## config.mk

```make
export PLATFORM = sky130hd
export DESIGN_NAME = psc_ctrl
export DESIGN_NICKNAME = d
export VERILOG_FILES = /design/src/hw/rtl/psc_pkg.sv /design/src/hw/rtl/psc_ctrl.sv
export SDC_FILE = /design/constraint.sdc
export NUM_CORES = 1
export LEC_CHECK = 0
export ABC_CLOCK_PERIOD_IN_PS = 1800
export BUFFER_PORTS_ARGS = -buffer_cell sky130_fd_sc_hd__buf_2
export CAP_MARGIN = 20
export CELL_PAD_IN_SITES_DETAIL_PLACEMENT = 0
export CELL_PAD_IN_SITES_GLOBAL_PLACEMENT = 1
export CORE_MARGIN = 8
export CORE_UTILIZATION = 29
export DETAILED_ROUTE_END_ITERATION = 7
export GPL_ROUTABILITY_DRIVEN = 0
export PLACE_DENSITY_LB_ADDON = 0.3
export RECOVER_POWER = 25
export SLEW_MARGIN = 0
export SYNTH_ARGS = -nofsm -noshare
export SYNTH_HDL_FRONTEND = slang
export SYNTH_SLANG_ARGS = --single-unit
```

## constraint.sdc

```tcl
create_clock -name clk_i -period 1.8 [get_ports clk_i]
set_input_delay 0.18 -clock clk_i [delete_from_list [all_inputs] [get_ports clk_i]]
set_output_delay 0.18 -clock clk_i [all_outputs]
set_load 0.05 [all_outputs]
```

## src/hw/rtl/psc_pkg.sv

```systemverilog
// ----------------------------------------------------------------------------
// psc_pkg
// Types, codes and fixed-point helpers shared by the postfix stack calculator.
// ----------------------------------------------------------------------------
`timescale 1ns / 1ps

package psc_pkg;

  localparam int VALUE_WIDTH = 32;
  localparam int FRAC_BITS   = 16;
  localparam int DEPTH_OUT_W = 7;
  localparam int PROD_W      = 2 * VALUE_WIDTH;
  localparam int DIV_W       = VALUE_WIDTH + FRAC_BITS;
  localparam int DIV_CNT_W   = $clog2(DIV_W);
  localparam int WIDE_W      = PROD_W;

  localparam logic [WIDE_W-1:0] MAX_MAG =
    (WIDE_W'(1) << (VALUE_WIDTH - 1)) - WIDE_W'(1);
  localparam logic [WIDE_W-1:0] MIN_MAG = WIDE_W'(1) << (VALUE_WIDTH - 1);
  localparam logic [VALUE_WIDTH-1:0] VAL_MAX = MAX_MAG[VALUE_WIDTH-1:0];
  localparam logic [VALUE_WIDTH-1:0] VAL_MIN = MIN_MAG[VALUE_WIDTH-1:0];

  typedef enum logic {
    ACT_PUSH = 1'b0,
    ACT_OPER = 1'b1
  } action_e;

  typedef enum logic [1:0] {
    OP_ADD = 2'd0,
    OP_SUB = 2'd1,
    OP_MUL = 2'd2,
    OP_DIV = 2'd3
  } op_e;

  typedef enum logic [1:0] {
    ST_OK       = 2'd0,
    ST_OVERFLOW = 2'd1,
    ST_DIVZERO  = 2'd2,
    ST_SAT      = 2'd3
  } status_e;

  typedef enum logic [3:0] {
    S_IDLE,
    S_DISPATCH,
    S_POP_R,
    S_POP_L,
    S_EXEC,
    S_MUL_END,
    S_DIV,
    S_DIV_END,
    S_STORE,
    S_FINISH
  } state_e;

  typedef struct packed {
    logic                          action;
    logic signed [VALUE_WIDTH-1:0] operand_value;
    logic [1:0]                    operator_code;
  } in_t;

  typedef struct packed {
    logic signed [VALUE_WIDTH-1:0] top_value;
    logic [1:0]                    status;
    logic [DEPTH_OUT_W-1:0]        stack_depth;
  } out_t;

  typedef struct packed {
    logic load;
    logic push;
    logic rd_right;
    logic pop_right;
    logic pop_left;
    logic exec;
    logic mul_fin;
    logic div_step;
    logic div_fin;
    logic store;
    logic emit;
  } cmd_t;

  typedef struct packed {
    action_e action;
    op_e     op;
    logic    divisor_zero;
    logic    div_last;
    logic    out_free;
  } sts_t;

  typedef struct packed {
    logic [VALUE_WIDTH-1:0] value;
    logic                   sat;
  } sat_t;

  function automatic sat_t sat_mag(logic neg, logic [WIDE_W-1:0] mag);
    logic [WIDE_W-1:0] limit;
    logic [WIDE_W-1:0] clip;
    sat_t              r;
    limit = neg ? MIN_MAG : MAX_MAG;
    r.sat = (mag > limit);
    clip  = r.sat ? limit : mag;
    r.value = neg ? VALUE_WIDTH'(WIDE_W'(0) - clip) : clip[VALUE_WIDTH-1:0];
    return r;
  endfunction

endpackage

```

## src/hw/rtl/psc_ctrl.sv

```systemverilog
// ----------------------------------------------------------------------------
// psc_ctrl
// Sequencer: steps each transaction through push, pops, execute and store.
// ----------------------------------------------------------------------------
`timescale 1ns / 1ps

module psc_ctrl (
  input  logic            clk_i,
  input  logic            rst_ni,
  input  logic            in_valid_i,
  output logic            in_ready_o,
  input  psc_pkg::sts_t   sts_i,
  output psc_pkg::cmd_t   cmd_o
);

  psc_pkg::state_e state_q, state_d;

  always_ff @(posedge clk_i or negedge rst_ni) begin
    if (!rst_ni) begin
      state_q <= psc_pkg::S_IDLE;
    end else begin
      state_q <= state_d;
    end
  end

  always_comb begin
    state_d = state_q;
    unique case (state_q)
      psc_pkg::S_IDLE: begin
        if (in_valid_i) state_d = psc_pkg::S_DISPATCH;
      end
      psc_pkg::S_DISPATCH: begin
        if (sts_i.action == psc_pkg::ACT_PUSH) state_d = psc_pkg::S_FINISH;
        else state_d = psc_pkg::S_POP_R;
      end
      psc_pkg::S_POP_R:   state_d = psc_pkg::S_POP_L;
      psc_pkg::S_POP_L:   state_d = psc_pkg::S_EXEC;
      psc_pkg::S_EXEC: begin
        unique case (sts_i.op)
          psc_pkg::OP_MUL: state_d = psc_pkg::S_MUL_END;
          psc_pkg::OP_DIV: begin
            if (sts_i.divisor_zero) state_d = psc_pkg::S_STORE;
            else state_d = psc_pkg::S_DIV;
          end
          default: state_d = psc_pkg::S_STORE;
        endcase
      end
      psc_pkg::S_MUL_END: state_d = psc_pkg::S_STORE;
      psc_pkg::S_DIV: begin
        if (sts_i.div_last) state_d = psc_pkg::S_DIV_END;
      end
      psc_pkg::S_DIV_END: state_d = psc_pkg::S_STORE;
      psc_pkg::S_STORE:   state_d = psc_pkg::S_FINISH;
      psc_pkg::S_FINISH: begin
        if (sts_i.out_free) state_d = psc_pkg::S_IDLE;
      end
      default: state_d = psc_pkg::S_IDLE;
    endcase
  end

  always_comb begin
    cmd_o      = '0;
    in_ready_o = 1'b0;
    unique case (state_q)
      psc_pkg::S_IDLE: begin
        in_ready_o = 1'b1;
        cmd_o.load = in_valid_i;
      end
      psc_pkg::S_DISPATCH: begin
        if (sts_i.action == psc_pkg::ACT_PUSH) cmd_o.push = 1'b1;
        else cmd_o.rd_right = 1'b1;
      end
      psc_pkg::S_POP_R:   cmd_o.pop_right = 1'b1;
      psc_pkg::S_POP_L:   cmd_o.pop_left  = 1'b1;
      psc_pkg::S_EXEC:    cmd_o.exec      = 1'b1;
      psc_pkg::S_MUL_END: cmd_o.mul_fin   = 1'b1;
      psc_pkg::S_DIV:     cmd_o.div_step  = 1'b1;
      psc_pkg::S_DIV_END: cmd_o.div_fin   = 1'b1;
      psc_pkg::S_STORE:   cmd_o.store     = 1'b1;
      psc_pkg::S_FINISH:  cmd_o.emit      = sts_i.out_free;
      default: ;
    endcase
  end

endmodule

```

==> flow_summary.toml <==
[worst_setup_path]
reg2reg_depth = 4
startpoint_type = "flop"
cp_cell_sequence = "nor2b_2 > and3_1 > buf_2"
path_class = "flop to primary output"
cp_max_fo = 13
crit_buf_inv = 1
reg2reg_slack_ns = 0.36
worstPathRequired_ns = 1.62
end_kind = "primary output"
reg2reg_from = "state_q[1]"
crit_arrival_ns = 1.47
slowest_delay_ns = 0.55
path_delay_family = "flip-flops"
slowest_stage = "dfrtp_1"
reg2reg_to = "state_q[0]"

[grt]
track_usage_pct = 8.47
grt_max_degree = 14
antenna_found_initial = 0
grt_pass1_vias = 428
grt-ovfl-total = 0
grt_first_pass_wirelength_um = 1820

[clock_network]
htreeDepth = 1
clockBufferDepth = 2
clk_pin_slew_ns = 0.03
clockRootBuffer = "clkbuf_4"
cts_tree = "built"
numCtsBuffers = 3
postCtsSetupBuffers = 0
insertion_delay_ns = 0.23
cts_sinks = 4

[drt]
post_drt_wl_per_cell_um = 12.8
routed_wirelength_um = 1120
ant_nets = 0
drt_iter0_drc = 5
drc = 0
avgViaCountPerCell = 5.00
first_pass_iters = 4
via_count = 435

[floorplanning]
die_area_sq_um = 2940
start_util_pct = 31.7
coreArea_sq_um = 1330
fp.dieH_um = 54.2
placementRows = 13
die_w_um = 54.2
ios = 21

[logic_synthesis]
syn_area_sq_um = 423
yosysWarnings = 0
synthTopCellsByCount = "nor2_1 (10), nand2_1 (7), dfrtp_1 (4)"
yosysMostFrequentCell = "nor2_1"
ys_ff_latch = 4
ys_types = 26
synth_top_cell_area_share_pct = 23.7
async_flop_share_pct = 100
synth-seq-area-share_pct = 23.7
yosysTopAreaCell = "dfrtp_1"
synth_ff_type = "dfrtp_1"
synth-edff-count = 0
syn_nets = 60
synth_cells = 51
syn_avg_cell_area_sq_um = 8.29
ys_top_cells_by_area = "dfrtp_1 (24%), nor2_1 (8.9%), o32ai_2 (7.7%)"

[cells_and_area]
areaGrowthSynthToFinish_pct = 29.9
largest_register = "state_q"
antenna_cells = 0
largest_reg_flops = 4
drive_gt1_share_pct = 41.7
n_fill_cell = 141
finalNonFillerCells = 87
nets = 83
top_regs = "state_q (4)"

[hold_path]
worstHoldEndpoint = "state_q[1]"
hold_class = "input port to flop"
holdPathStages = 2
hold_start = "sts_i[2]"

[timing]
fin_crit_ns = 1.65
worstMarginPinSlew_ns = 0.509
final-setup-viol-count = 0
final_hold_viol_count = 0
max_freq_mhz = 605
final.period_utilization_pct = 91.8
slew_viol_final = 0
finalSetupTns_ns = 0
relSlewSlack_pct = 66.0
skew_ns = 0.00247
rsz0062_at_grt = "false"
whs_ns = 0.161

[power_and_ir_drop]
power.density_nw_per_um2 = 1940
power_w = 0.00106
ir_drop_v = 0.000790
p_leak_nw = 0.284

[placement]
portBuffers = 20
dp.cells = 83
dp.final_hpwl_um = 919

[status]
status = "finished clean"

[flow_run]
cap_violations = 0
-- report_power, final --
part | total, W | leakage [nW] | internal (W) | switching [W]
clock network | 0.000107 | 0.0138 | 0.0000743 | 0.0000329
registers | 0.000234 | 0.0510 | 0.000128 | 0.000106
logic | 0.000723 | 0.219 | 0.000259 | 0.000465
total | 0.00106 | 0.284 | 0.000461 | 0.000603
-- layout by cell type (no fill, tap or decap) --
cell type	Yosys	final
a21boi_0	1	1
buf_2	2	19
a22oi_1	1	1
o32ai_1	2	2
o21ba_1	1	1
nand2_1	7	7
inv_1	1	1
clkbuf_4	0	3
a21oi_1	1	1
nor2_1	10	10
and2_1	1	1
nor2b_2	1	1
mux2_1	1	1
clkbuf_1	0	2
o22ai_2	1	1
nor3_4	1	1
and2b_1	1	1
nor2b_1	2	2
nand2b_4	1	1
and3_1	3	3
o31a_1	1	1
nand2b_1	1	1
or2_4	1	1
a31oi_1	1	1
dfrtp_1	4	4
dlygate4sd3_1	0	1
nor3_2	0	1
o32ai_2	2	2
-- layout make-up --
class | count | area [sq um] | area share, %
Tap cell | 15 | 18.8 | 3.42
Sequential cell | 4 | 100 | 18.2
Multi-Input combinational cell | 42 | 292 | 53.1
Timing Repair Buffer | 22 | 113 | 20.5
Inverter | 1 | 3.75 | 0.683
Clock buffer | 3 | 22.5 | 4.10
-- kinds of logic after synthesis --
family | count (synthesis) | share of synthesized area [%]
compound gates | 11 | 25.4
buf+inv | 5 | 8.58
flops | 4 | 23.7
mux | 1 | 2.66
simple gates | 30 | 39.6
-- through the flow --
| stage | cell area (sq um) | utilization (%) | worst slack (ns) |
|---|---|---|---|
| floorplan | 428 | - | 0.111 |
| global placement | 522 | 39.1 | 0.381 |
| detailed placement | 522 | 39.1 | 0.368 |
| CTS | 554 | 41.6 | 0.128 |
| global route | 549 | 41.2 | 0.0334 |
| finish | 549 | 41.2 | 0.147 |
-- layer usage --
metal	part of all wire [%]	vias to the layer above	global-route usage, %
li1	-	225	-
met1	45	192	9.75
met2	45	15	12.4
met3	8.3	3	3.31
met4	1.7	0	6.15
met5	0	-	0
-- worst max-delay path by stage --
stage / from / to / slack, ns / depth (start not counted)
floorplan: state_q[0] / cmd_o[4] / 0.11 / 3
global placement: state_q[1] / cmd_o[8] / 0.38 / 3
detailed placement: state_q[1] / state_q[0] / 0.37 / 4
CTS: state_q[1] / cmd_o[0] / 0.13 / 3
global route: state_q[1] / cmd_o[2] / 0.03 / 3
finish: state_q[1] / cmd_o[0] / 0.15 / 3
-- worst reg2reg max path, delay by kind of cell (launching register included) --
family | cells | cell delay [ns]
AOI/OAI and AO/OA | 3 | 0.33
DFF | 1 | 0.65
muxes | 1 | 0.39
-- repair_timing --
action	4_1_cts	5_1_grt
hold endpoints to repair	4	0
gates resized for setup	0	0
hold buffers	1	0
Power figures use the tool's default switching activity.
